===== src/rtl/swmf_pkg.sv =====
package swmf_pkg;

    localparam int CFG_DATA_W = 7;
    localparam int CFG_INDEX_W = 2;
    localparam int SAMPLE_W = 16;
    localparam int COUNT_OUT_W = 7;

    localparam logic [CFG_INDEX_W-1:0] REG_WINDOW_SIZE = 2'd0;
    localparam logic [CFG_INDEX_W-1:0] REG_THRESHOLD = 2'd1;
    localparam logic [CFG_INDEX_W-1:0] REG_IGNORE_NEG = 2'd2;

    localparam logic [CFG_DATA_W-1:0] WINDOW_SIZE_RESET = 7'd8;
    localparam logic [CFG_DATA_W-1:0] THRESHOLD_RESET = 7'd1;

    typedef enum logic [3:0] {
        ST_IDLE,
        ST_CNT_RD,
        ST_CNT_CK,
        ST_DROP_CHK,
        ST_DROP_RD,
        ST_DEL_RD,
        ST_DEL_CK,
        ST_SH_RD,
        ST_SH_WR,
        ST_MODE_RD,
        ST_MODE_CK,
        ST_FINISH
    } state_t;

    typedef enum logic [3:0] {
        OP_NONE,
        OP_ACCEPT,
        OP_TAB_RD,
        OP_TAB_RD_K1,
        OP_NEW,
        OP_INC,
        OP_NEXT,
        OP_CLR_I,
        OP_RING_RD,
        OP_DROP,
        OP_DEC,
        OP_SH_START,
        OP_SH_WR,
        OP_SH_END,
        OP_MODE_CK,
        OP_LOAD
    } op_t;

    typedef struct packed {
        op_t op;
    } cmd_t;

    typedef struct packed {
        logic i_end;
        logic match;
        logic cnt_gt1;
        logic need_drop;
        logic k_more;
        logic out_free;
    } status_t;

endpackage


===== src/rtl/swmf_ram.sv =====
module swmf_ram #(
    parameter int WIDTH = 16,
    parameter int DEPTH = 65
) (
    input  logic                     clk,
    input  logic                     we,
    input  logic [$clog2(DEPTH)-1:0] waddr,
    input  logic [WIDTH-1:0]         wdata,
    input  logic [$clog2(DEPTH)-1:0] raddr,
    output logic [WIDTH-1:0]         rdata
);

    logic [WIDTH-1:0] mem [DEPTH];
    logic [WIDTH-1:0] rdata_reg;

    always_ff @(posedge clk)
    begin
        if (we)
        begin
            mem[waddr] <= wdata;
        end
        rdata_reg <= mem[raddr];
    end

    assign rdata = rdata_reg;

endmodule


===== src/rtl/swmf_ctrl.sv =====
module swmf_ctrl (
    input  logic              clk,
    input  logic              rst_n,
    input  logic              in_valid,
    output logic              in_ready,
    input  swmf_pkg::status_t status,
    output swmf_pkg::cmd_t    cmd
);

    swmf_pkg::state_t state_reg, state_next;

    always_ff @(posedge clk or negedge rst_n)
    begin
        if (!rst_n)
        begin
            state_reg <= swmf_pkg::ST_IDLE;
        end
        else
        begin
            state_reg <= state_next;
        end
    end

    always_comb
    begin
        state_next = state_reg;
        cmd.op = swmf_pkg::OP_NONE;
        in_ready = 1'b0;
        case (state_reg)
            swmf_pkg::ST_IDLE:
            begin
                in_ready = 1'b1;
                if (in_valid)
                begin
                    cmd.op = swmf_pkg::OP_ACCEPT;
                    state_next = swmf_pkg::ST_CNT_RD;
                end
            end
            swmf_pkg::ST_CNT_RD:
            begin
                if (status.i_end)
                begin
                    cmd.op = swmf_pkg::OP_NEW;
                    state_next = swmf_pkg::ST_DROP_CHK;
                end
                else
                begin
                    cmd.op = swmf_pkg::OP_TAB_RD;
                    state_next = swmf_pkg::ST_CNT_CK;
                end
            end
            swmf_pkg::ST_CNT_CK:
            begin
                if (status.match)
                begin
                    cmd.op = swmf_pkg::OP_INC;
                    state_next = swmf_pkg::ST_DROP_CHK;
                end
                else
                begin
                    cmd.op = swmf_pkg::OP_NEXT;
                    state_next = swmf_pkg::ST_CNT_RD;
                end
            end
            swmf_pkg::ST_DROP_CHK:
            begin
                if (status.need_drop)
                begin
                    cmd.op = swmf_pkg::OP_RING_RD;
                    state_next = swmf_pkg::ST_DROP_RD;
                end
                else
                begin
                    state_next = swmf_pkg::ST_MODE_RD;
                end
            end
            swmf_pkg::ST_DROP_RD:
            begin
                cmd.op = swmf_pkg::OP_DROP;
                state_next = swmf_pkg::ST_DEL_RD;
            end
            swmf_pkg::ST_DEL_RD:
            begin
                if (status.i_end)
                begin
                    cmd.op = swmf_pkg::OP_CLR_I;
                    state_next = swmf_pkg::ST_MODE_RD;
                end
                else
                begin
                    cmd.op = swmf_pkg::OP_TAB_RD;
                    state_next = swmf_pkg::ST_DEL_CK;
                end
            end
            swmf_pkg::ST_DEL_CK:
            begin
                if (!status.match)
                begin
                    cmd.op = swmf_pkg::OP_NEXT;
                    state_next = swmf_pkg::ST_DEL_RD;
                end
                else if (status.cnt_gt1)
                begin
                    cmd.op = swmf_pkg::OP_DEC;
                    state_next = swmf_pkg::ST_MODE_RD;
                end
                else
                begin
                    cmd.op = swmf_pkg::OP_SH_START;
                    state_next = swmf_pkg::ST_SH_RD;
                end
            end
            swmf_pkg::ST_SH_RD:
            begin
                if (status.k_more)
                begin
                    cmd.op = swmf_pkg::OP_TAB_RD_K1;
                    state_next = swmf_pkg::ST_SH_WR;
                end
                else
                begin
                    cmd.op = swmf_pkg::OP_SH_END;
                    state_next = swmf_pkg::ST_MODE_RD;
                end
            end
            swmf_pkg::ST_SH_WR:
            begin
                cmd.op = swmf_pkg::OP_SH_WR;
                state_next = swmf_pkg::ST_SH_RD;
            end
            swmf_pkg::ST_MODE_RD:
            begin
                if (status.i_end)
                begin
                    state_next = swmf_pkg::ST_FINISH;
                end
                else
                begin
                    cmd.op = swmf_pkg::OP_TAB_RD;
                    state_next = swmf_pkg::ST_MODE_CK;
                end
            end
            swmf_pkg::ST_MODE_CK:
            begin
                cmd.op = swmf_pkg::OP_MODE_CK;
                state_next = swmf_pkg::ST_MODE_RD;
            end
            swmf_pkg::ST_FINISH:
            begin
                if (status.out_free)
                begin
                    cmd.op = swmf_pkg::OP_LOAD;
                    state_next = swmf_pkg::ST_IDLE;
                end
            end
            default:
            begin
                state_next = swmf_pkg::ST_IDLE;
            end
        endcase
    end

endmodule


===== src/rtl/swmf_datapath.sv =====
module swmf_datapath #(
    parameter int WINDOW_MAX = 64,
    parameter int ID_BITS = 16
) (
    input  logic                                 clk,
    input  logic                                 rst_n,
    input  logic                                 cfg_write,
    input  logic [swmf_pkg::CFG_INDEX_W-1:0]     cfg_index,
    input  logic [swmf_pkg::CFG_DATA_W-1:0]      cfg_data,
    input  logic [swmf_pkg::SAMPLE_W-1:0]        sample_id,
    input  swmf_pkg::cmd_t                       cmd,
    output swmf_pkg::status_t                    status,
    output logic                                 out_valid,
    input  logic                                 out_ready,
    output logic                                 found,
    output logic [swmf_pkg::SAMPLE_W-1:0]        chosen_id,
    output logic [swmf_pkg::COUNT_OUT_W-1:0]     chosen_count
);

    localparam int SLOTS = WINDOW_MAX + 1;
    localparam int AW = $clog2(SLOTS);
    localparam int CW = $clog2(SLOTS + 1);
    localparam int TW = ID_BITS + CW;
    localparam logic [CW-1:0] SLOTS_C = CW'(SLOTS);
    localparam logic [CW-1:0] ONE_C = CW'(1);

    // Configuration registers.
    logic [swmf_pkg::CFG_DATA_W-1:0] window_size_reg;
    logic [swmf_pkg::CFG_DATA_W-1:0] threshold_reg;
    logic                            ignore_neg_reg;

    // Control state.
    logic [AW-1:0] head_reg;
    logic [CW-1:0] fill_reg;
    logic [CW-1:0] used_reg;
    logic [CW-1:0] i_reg;
    logic [CW-1:0] k_reg;
    logic          out_valid_reg;
    logic          out_valid_next;

    // Payload registers.
    logic [ID_BITS-1:0] key_reg;
    logic [CW-1:0]      best_reg;
    logic [ID_BITS-1:0] best_id_reg;
    logic               hit_reg;
    logic               found_reg;
    logic [ID_BITS-1:0] chosen_id_reg;
    logic [CW-1:0]      chosen_count_reg;

    // Memories.
    logic               ring_we;
    logic [AW-1:0]      ring_waddr;
    logic [AW-1:0]      ring_raddr;
    logic [ID_BITS-1:0] ring_rdata;
    logic               tab_we;
    logic [AW-1:0]      tab_waddr;
    logic [TW-1:0]      tab_wdata;
    logic [AW-1:0]      tab_raddr;
    logic [TW-1:0]      tab_rdata;

    logic [31:0]        sample_ext;
    logic [ID_BITS-1:0] sample_val;
    logic [ID_BITS-1:0] rd_id;
    logic [CW-1:0]      rd_cnt;
    logic [CW:0]        ring_sum;
    logic [31:0]        size_ext;
    logic [CW-1:0]      size_val;
    logic [CW-1:0]      k_plus1;
    logic               qualifies;
    logic [31:0]        best_ext;

    assign sample_ext = {{(32 - swmf_pkg::SAMPLE_W){1'b0}}, sample_id};
    assign sample_val = sample_ext[ID_BITS-1:0];
    assign rd_id = tab_rdata[TW-1:CW];
    assign rd_cnt = tab_rdata[CW-1:0];
    assign k_plus1 = k_reg + ONE_C;

    // The write slot is head plus fill, which stays below twice the ring size.
    assign ring_sum = {1'b0, CW'(head_reg)} + {1'b0, fill_reg};
    assign ring_waddr = (ring_sum >= {1'b0, SLOTS_C}) ? AW'(ring_sum - {1'b0, SLOTS_C})
                                                      : AW'(ring_sum);
    assign ring_raddr = head_reg;
    assign ring_we = (cmd.op == swmf_pkg::OP_ACCEPT) && (fill_reg < SLOTS_C);

    assign size_ext = (32'(window_size_reg) > 32'(WINDOW_MAX)) ? 32'(WINDOW_MAX)
                                                               : 32'(window_size_reg);
    assign size_val = size_ext[CW-1:0];

    assign qualifies = (32'(rd_cnt) >= 32'(threshold_reg)) && (rd_cnt > best_reg)
                       && !(ignore_neg_reg && rd_id[ID_BITS-1]);

    assign status.i_end = (i_reg == used_reg);
    assign status.match = (rd_id == key_reg);
    assign status.cnt_gt1 = (rd_cnt > ONE_C);
    assign status.need_drop = (fill_reg > size_val) && (fill_reg != '0);
    assign status.k_more = (k_plus1 < used_reg);
    assign status.out_free = !out_valid_reg || out_ready;

    always_comb
    begin
        out_valid_next = out_valid_reg;
        if (out_valid_reg && out_ready)
        begin
            out_valid_next = 1'b0;
        end
        if (cmd.op == swmf_pkg::OP_LOAD)
        begin
            out_valid_next = 1'b1;
        end
    end

    always_comb
    begin
        tab_we = 1'b0;
        tab_waddr = i_reg[AW-1:0];
        tab_wdata = {rd_id, rd_cnt};
        tab_raddr = i_reg[AW-1:0];
        case (cmd.op)
            swmf_pkg::OP_NEW:
            begin
                tab_we = (used_reg < SLOTS_C);
                tab_waddr = used_reg[AW-1:0];
                tab_wdata = {key_reg, ONE_C};
            end
            swmf_pkg::OP_INC:
            begin
                tab_we = 1'b1;
                tab_wdata = {rd_id, rd_cnt + ONE_C};
            end
            swmf_pkg::OP_DEC:
            begin
                tab_we = 1'b1;
                tab_wdata = {rd_id, rd_cnt - ONE_C};
            end
            swmf_pkg::OP_TAB_RD_K1:
            begin
                tab_raddr = k_plus1[AW-1:0];
            end
            swmf_pkg::OP_SH_WR:
            begin
                tab_we = 1'b1;
                tab_waddr = k_reg[AW-1:0];
            end
            default:
            begin
                tab_we = 1'b0;
            end
        endcase
    end

    swmf_ram #(
        .WIDTH (ID_BITS),
        .DEPTH (SLOTS)
    ) u_ring (
        .clk   (clk),
        .we    (ring_we),
        .waddr (ring_waddr),
        .wdata (sample_val),
        .raddr (ring_raddr),
        .rdata (ring_rdata)
    );

    swmf_ram #(
        .WIDTH (TW),
        .DEPTH (SLOTS)
    ) u_table (
        .clk   (clk),
        .we    (tab_we),
        .waddr (tab_waddr),
        .wdata (tab_wdata),
        .raddr (tab_raddr),
        .rdata (tab_rdata)
    );

    always_ff @(posedge clk or negedge rst_n)
    begin
        if (!rst_n)
        begin
            window_size_reg <= swmf_pkg::WINDOW_SIZE_RESET;
            threshold_reg <= swmf_pkg::THRESHOLD_RESET;
            ignore_neg_reg <= 1'b0;
        end
        else if (cfg_write)
        begin
            case (cfg_index)
                swmf_pkg::REG_WINDOW_SIZE: window_size_reg <= cfg_data;
                swmf_pkg::REG_THRESHOLD:   threshold_reg <= cfg_data;
                swmf_pkg::REG_IGNORE_NEG:  ignore_neg_reg <= cfg_data[0];
                default:                   ignore_neg_reg <= ignore_neg_reg;
            endcase
        end
    end

    always_ff @(posedge clk or negedge rst_n)
    begin
        if (!rst_n)
        begin
            head_reg <= '0;
            fill_reg <= '0;
            used_reg <= '0;
            i_reg <= '0;
            k_reg <= '0;
            out_valid_reg <= 1'b0;
        end
        else
        begin
            out_valid_reg <= out_valid_next;
            case (cmd.op)
                swmf_pkg::OP_ACCEPT:
                begin
                    i_reg <= '0;
                    if (fill_reg < SLOTS_C)
                    begin
                        fill_reg <= fill_reg + ONE_C;
                    end
                end
                swmf_pkg::OP_NEW:
                begin
                    i_reg <= '0;
                    if (used_reg < SLOTS_C)
                    begin
                        used_reg <= used_reg + ONE_C;
                    end
                end
                swmf_pkg::OP_INC, swmf_pkg::OP_DEC, swmf_pkg::OP_CLR_I:
                begin
                    i_reg <= '0;
                end
                swmf_pkg::OP_NEXT, swmf_pkg::OP_MODE_CK:
                begin
                    i_reg <= i_reg + ONE_C;
                end
                swmf_pkg::OP_DROP:
                begin
                    i_reg <= '0;
                    fill_reg <= fill_reg - ONE_C;
                    head_reg <= (head_reg == AW'(SLOTS - 1)) ? '0 : head_reg + AW'(1);
                end
                swmf_pkg::OP_SH_START:
                begin
                    k_reg <= i_reg;
                end
                swmf_pkg::OP_SH_WR:
                begin
                    k_reg <= k_plus1;
                end
                swmf_pkg::OP_SH_END:
                begin
                    i_reg <= '0;
                    used_reg <= used_reg - ONE_C;
                end
                default:
                begin
                    k_reg <= k_reg;
                end
            endcase
        end
    end

    always_ff @(posedge clk)
    begin
        case (cmd.op)
            swmf_pkg::OP_ACCEPT:
            begin
                key_reg <= sample_val;
                best_reg <= '0;
                best_id_reg <= '0;
                hit_reg <= 1'b0;
            end
            swmf_pkg::OP_DROP:
            begin
                key_reg <= ring_rdata;
            end
            swmf_pkg::OP_MODE_CK:
            begin
                if (qualifies)
                begin
                    best_reg <= rd_cnt;
                    best_id_reg <= rd_id;
                    hit_reg <= 1'b1;
                end
            end
            swmf_pkg::OP_LOAD:
            begin
                found_reg <= hit_reg;
                chosen_id_reg <= best_id_reg;
                chosen_count_reg <= best_reg;
            end
            default:
            begin
                key_reg <= key_reg;
            end
        endcase
    end

    assign best_ext = 32'(chosen_id_reg);
    assign out_valid = out_valid_reg;
    assign found = found_reg;
    assign chosen_id = best_ext[swmf_pkg::SAMPLE_W-1:0];
    assign chosen_count = swmf_pkg::COUNT_OUT_W'(chosen_count_reg);

endmodule


===== src/rtl/sliding_window_mode_filter.sv =====
// Sliding-window mode filter.
// Samples arrive on the in_valid/in_ready channel, one ID per transfer. Every
// accepted sample yields exactly one result transfer on out_valid/out_ready,
// carrying found, chosen_id and chosen_count for the window after that sample.
// Configuration (window_size, threshold, ignore_negative) is written through
// cfg_write/cfg_index/cfg_data while the block is idle.
// Each sample runs through a sequencer over the count table, which sits in a
// RAM with a registered read, so every table entry visited takes a read state
// and a check state. The steps in order: accept the sample, count it by
// scanning the table for its ID or appending it, check whether the window is
// too full, if so read the oldest sample and scan for its entry, decrement it
// or remove it by moving the entries behind it up, pick the mode over the
// table, and load the result.
// Reset empties the window and the table and restores window_size 8,
// threshold 1 and ignore_negative 0; no clearing pass is needed.
// The result sits in an output register; a new sample is taken as soon as
// the previous one is finished, and if the receiver stalls, the next result
// waits at the end of its computation until the output register frees up.
module sliding_window_mode_filter #(
    parameter int WINDOW_MAX = 64,
    parameter int ID_BITS = 16
) (
    input  logic                             clk,
    input  logic                             rst_n,
    input  logic                             cfg_write,
    input  logic [swmf_pkg::CFG_INDEX_W-1:0] cfg_index,
    input  logic [swmf_pkg::CFG_DATA_W-1:0]  cfg_data,
    input  logic                             in_valid,
    output logic                             in_ready,
    input  logic [swmf_pkg::SAMPLE_W-1:0]    sample_id,
    output logic                             out_valid,
    input  logic                             out_ready,
    output logic                             found,
    output logic [swmf_pkg::SAMPLE_W-1:0]    chosen_id,
    output logic [swmf_pkg::COUNT_OUT_W-1:0] chosen_count
);

    swmf_pkg::cmd_t    cmd;
    swmf_pkg::status_t status;

    swmf_ctrl u_ctrl (
        .clk      (clk),
        .rst_n    (rst_n),
        .in_valid (in_valid),
        .in_ready (in_ready),
        .status   (status),
        .cmd      (cmd)
    );

    swmf_datapath #(
        .WINDOW_MAX (WINDOW_MAX),
        .ID_BITS    (ID_BITS)
    ) u_datapath (
        .clk          (clk),
        .rst_n        (rst_n),
        .cfg_write    (cfg_write),
        .cfg_index    (cfg_index),
        .cfg_data     (cfg_data),
        .sample_id    (sample_id),
        .cmd          (cmd),
        .status       (status),
        .out_valid    (out_valid),
        .out_ready    (out_ready),
        .found        (found),
        .chosen_id    (chosen_id),
        .chosen_count (chosen_count)
    );

endmodule


===== config.mk =====
export PLATFORM = sky130hd
export DESIGN_NAME = sliding_window_mode_filter
export DESIGN_NICKNAME = d
export VERILOG_FILES = /design/src/rtl/swmf_pkg.sv /design/src/rtl/swmf_ram.sv /design/src/rtl/swmf_ctrl.sv /design/src/rtl/swmf_datapath.sv /design/src/rtl/sliding_window_mode_filter.sv
export SDC_FILE = /design/constraint.sdc
export NUM_CORES = 2
export LEC_CHECK = 0
export BUFFER_PORTS_ARGS = -buffer_cell sky130_fd_sc_hd__buf_2
export CAP_MARGIN = 20
export CORE_ASPECT_RATIO = 0.7
export CORE_UTILIZATION = 40
export CTS_CLUSTER_SIZE = 14
export DETAILED_ROUTE_END_ITERATION = 10
export PLACE_DENSITY_LB_ADDON = 0.12
export SETUP_SLACK_MARGIN = 0.5
export SKIP_CTS_REPAIR_TIMING = 1
export SLEW_MARGIN = 20
export SYNTH_ARGS = -nofsm -noshare
export SYNTH_HDL_FRONTEND = slang
export SYNTH_SLANG_ARGS = --single-unit

===== constraint.sdc =====
create_clock -name clk -period 7.6 [get_ports clk]
set_input_delay 2.28 -clock clk [delete_from_list [all_inputs] [get_ports clk]]
set_output_delay 2.28 -clock clk [all_outputs]
set_load 0.01 [all_outputs]

==> results by group <==
Outcome
  • Outcome: finished clean

Clocking
  • Cts bufs inserted: 279
  • Worst skew pair latency: 0.87 ns
  • Clock slew at reported path FFs: 0.06 ns
  • CTS tree: built
  • H-tree depth: 5
  • Max Root-Sink Buffers: 4
  • CTS root buf: clkbuf_16
  • CTS Sinks: 2693

Global routing
  • Number of global-route vias before repair: 56.4k
  • GR Util met3: 4.92%
  • Largest net degree at the start of global routing: 164
  • GR peak layer: met1
  • First-pass GRT wire length: 440000 um
  • Grt total ovfl: 0
  • GRT met2 Usage: 31.6%
  • Antenna violations before repair: 38
  • Total track usage: 23.3%
  • Met1 Track Usage GR: 38.1%

Critical path
  • Slowest cell on the critical path: nor3_1
  • RR Endpoint: u_datapath.u_table.rdata[18]
  • Crit path kind: flop to flop
  • CP required: 8.42 ns
  • Critical Path AT: 7.12 ns
  • Worst reg2reg startpoint: u_datapath.k_reg[0]
  • Crit start category: flop
  • Critical path cell sequence: ha_1 -> nand3_1 -> xor2_1 -> inv_1 -> ha_1 -> a2111oi_0 -> o21ai_2 -> buf_4 -> nand2_1 -> o21ai_2 -> buf_4 -> nor2_1 -> nand2_1 -> nor3_1 -> a2111o_1
  • Crit. End Element: flop
  • Family with the most delay on the worst path: simple AND/OR/NAND/NOR gates
  • Crit path buf inv count: 3
  • R2R setup slack: 1.30 ns
  • FF-to-FF path depth: 15
  • Max stage delay on crit path: 1.19 ns
  • Crit-path max FO: 25

Timing
  • Clock skew: 0.0819 ns
  • Hold Vio Cnt, Final: 0
  • Slew @ Worst Pin: 1.24 ns
  • Crit path time final: 6.30 ns
  • Slew Limit Headroom: 16.3%
  • RSZ-0062 raised after global routing: false
  • Worst hold margin: 0.458 ns
  • Final setup fails: 0
  • Final period util: 83.0%
  • Max Slew Vio Count: 0
  • Highest achievable clock rate: 159 MHz
  • Total negative slack: 0 ns

Die
  • Core area: 263000 um2
  • Die height: 433 um
  • Die W: 618 um
  • Initial core utilization: 40.4%
  • I/O pin count: 56
  • FP Rows: 157
  • Die area: 268000 um2

Finish
  • Layout Nets: 6658
  • Final Non-Filler Cells: 10.3k
  • Area growth syn-to-layout: 14.7%
  • Final core occ: 46.4%
  • Most frequent cells in the layout: edfxtp_1 (2599), nand2_1 (901), a21oi_1 (431), mux2i_1 (353), mux4_2 (325)
  • Commonest non-fill, non-tap cell in the layout: edfxtp_1
  • Max FFs per register: 1495
  • Design area: 122000 um2
  • Layout cells sized above 1: 19.9%

Min path
  • Worst Hold Depth: 1
  • Hold path endpoint: u_datapath.u_table.rdata[11]
  • HP Class: flop to flop
  • Worst Hold Launch: u_datapath.u_table.mem[64][11]

Synth
  • Mean Syn Cell Area: 16.9 um2
  • Main synth FF type: edfxtp_1
  • Yosys cell types: 80
  • EDFF count, synth: 2599
  • Warnings from Yosys: 0
  • Syn nets: 6356
  • Sequential area share after synthesis: 75.5%
  • Yosys reg bits: 2693
  • Async SR Flop Fraction: 2.04%
  • Post-Syn Area: 106000 um2
  • Cells after Synth: 6270

Place
  • Placed inst area: 113000 um2
  • IO buf count: 55
  • Placer Congestion: 0.925
  • Detailed placement HPWL: 196000 um
  • Cells after DPL: 9787

Run
  • Total of max-cap violations: 0

Power
  • Worst vdd ir: 0.351 mV
  • Pwr per Cell Area: 377 nW/um2
  • Leakage power: 40.6 nW

Routing
  • Final WL: 315000 um
  • Routed WL per cell: 30.7 um
  • Via count: 59.4k
  • DRC viols: 0
  • Antenna Nets Post-Route: 0
  • Drt initial violations: 8482
  • DRT Pass-1 Iters: 6
  • Vias per cell: 5.77
==> cells in the mapped netlist (all sizes together), types with 4 or more instances <==
library cell	count	area, um2
nand2	904	3400
a21oi	431	2160
a31oi	19	119
or3	6	37.5
a2111oi	5	62.6
a21o	13	97.6
and2	24	150
mux4	325	7320
nor3	193	986
o211ai	14	105
nand2b	15	93.8
clkbuf	233	875
mux2i	356	3560
nor2	54	203
o21ai	107	539
a211oi	12	95.1
nand4	15	106
edfxtp	2599	78000
o22ai	140	876
o31ai	30	225
dfxtp	39	781
ha	53	663
nor2b	19	119
nor4	194	1230
a2111o	23	259
o2111ai	4	41.3
a211o	6	52.6
mux2	53	597
inv	46	173
a221oi	4	35.0
buf	134	657
and3	9	56.3
xnor2	46	403
o21bai	7	52.6
nand3b	5	50.1
nand3	18	103
or2	7	43.8
dfrtp	53	1330
a22oi	7	57.6
xor2	11	96.3
==> final cells by class <==
class                           count  area [um2]
Tap cell                         3498        4380
Clock buffer                      361        7600
Fill cell                       22561      141000
Sequential cell                  2693       80200
Timing Repair Buffer              388        3100
Antenna cell                        6        15.0
Multi-Input combinational cell   3163       25400
Clock inverter                    126         976
Inverter                           47         176
==> stage by stage <==
step | setup slack [ns] | power, W
floorplan | 0.266 | 0.0267
global placement | 0.909 | 0.0327
detailed placement | 1.12 | 0.0329
CTS | 1.61 | 0.0460
global route | 1.29 | 0.0475
finish | 1.30 | 0.0459
==> cells by family (layout without fill, tap and decap cells) <==
group,Yosys count,after routing,share of synthesized area (%)
adder cells (fa/ha/maj),56,56,0.681
AND/OR/NAND/NOR,1476,1476,6.31
XOR/XNOR,57,57,0.470
AO/OA/AOI/OAI,840,840,4.65
multiplexers,734,734,10.8
other,0,6,0
buffers and inverters,414,922,1.61
flip-flops,2693,2693,75.5
==> worst max-delay path by stage <==
stage,start,end,slack (ns),cells past startpoint
after global routing,u_datapath.k_reg[0],u_datapath.u_table.rdata[19],1.29,15
after detailed placement,out_ready,u_datapath.u_table.mem[58][19],1.12,12
after global placement,u_datapath.k_reg[3],u_datapath.u_table.rdata[13],0.91,15
after CTS,u_datapath.k_reg[0],u_datapath.u_table.rdata[15],1.61,15
after floorplan,in_valid,u_datapath.u_table.mem[0][3],0.27,8
final,u_datapath.k_reg[0],u_datapath.u_table.rdata[18],1.30,15
==> metal layers <==
metal  up-vias  part of all wire (%)
li1      25308                     -
met1     31176                    48
met2      2520                    41
met3       362                   9.3
met4         8                   1.8
met5         -                 0.017
==> report_power, final <==
part           internal (W)  switching, W
clock               0.00752       0.00567
combinational       0.00400       0.00970
sequential           0.0185      0.000574
Power figures use the tool's default switching activity.
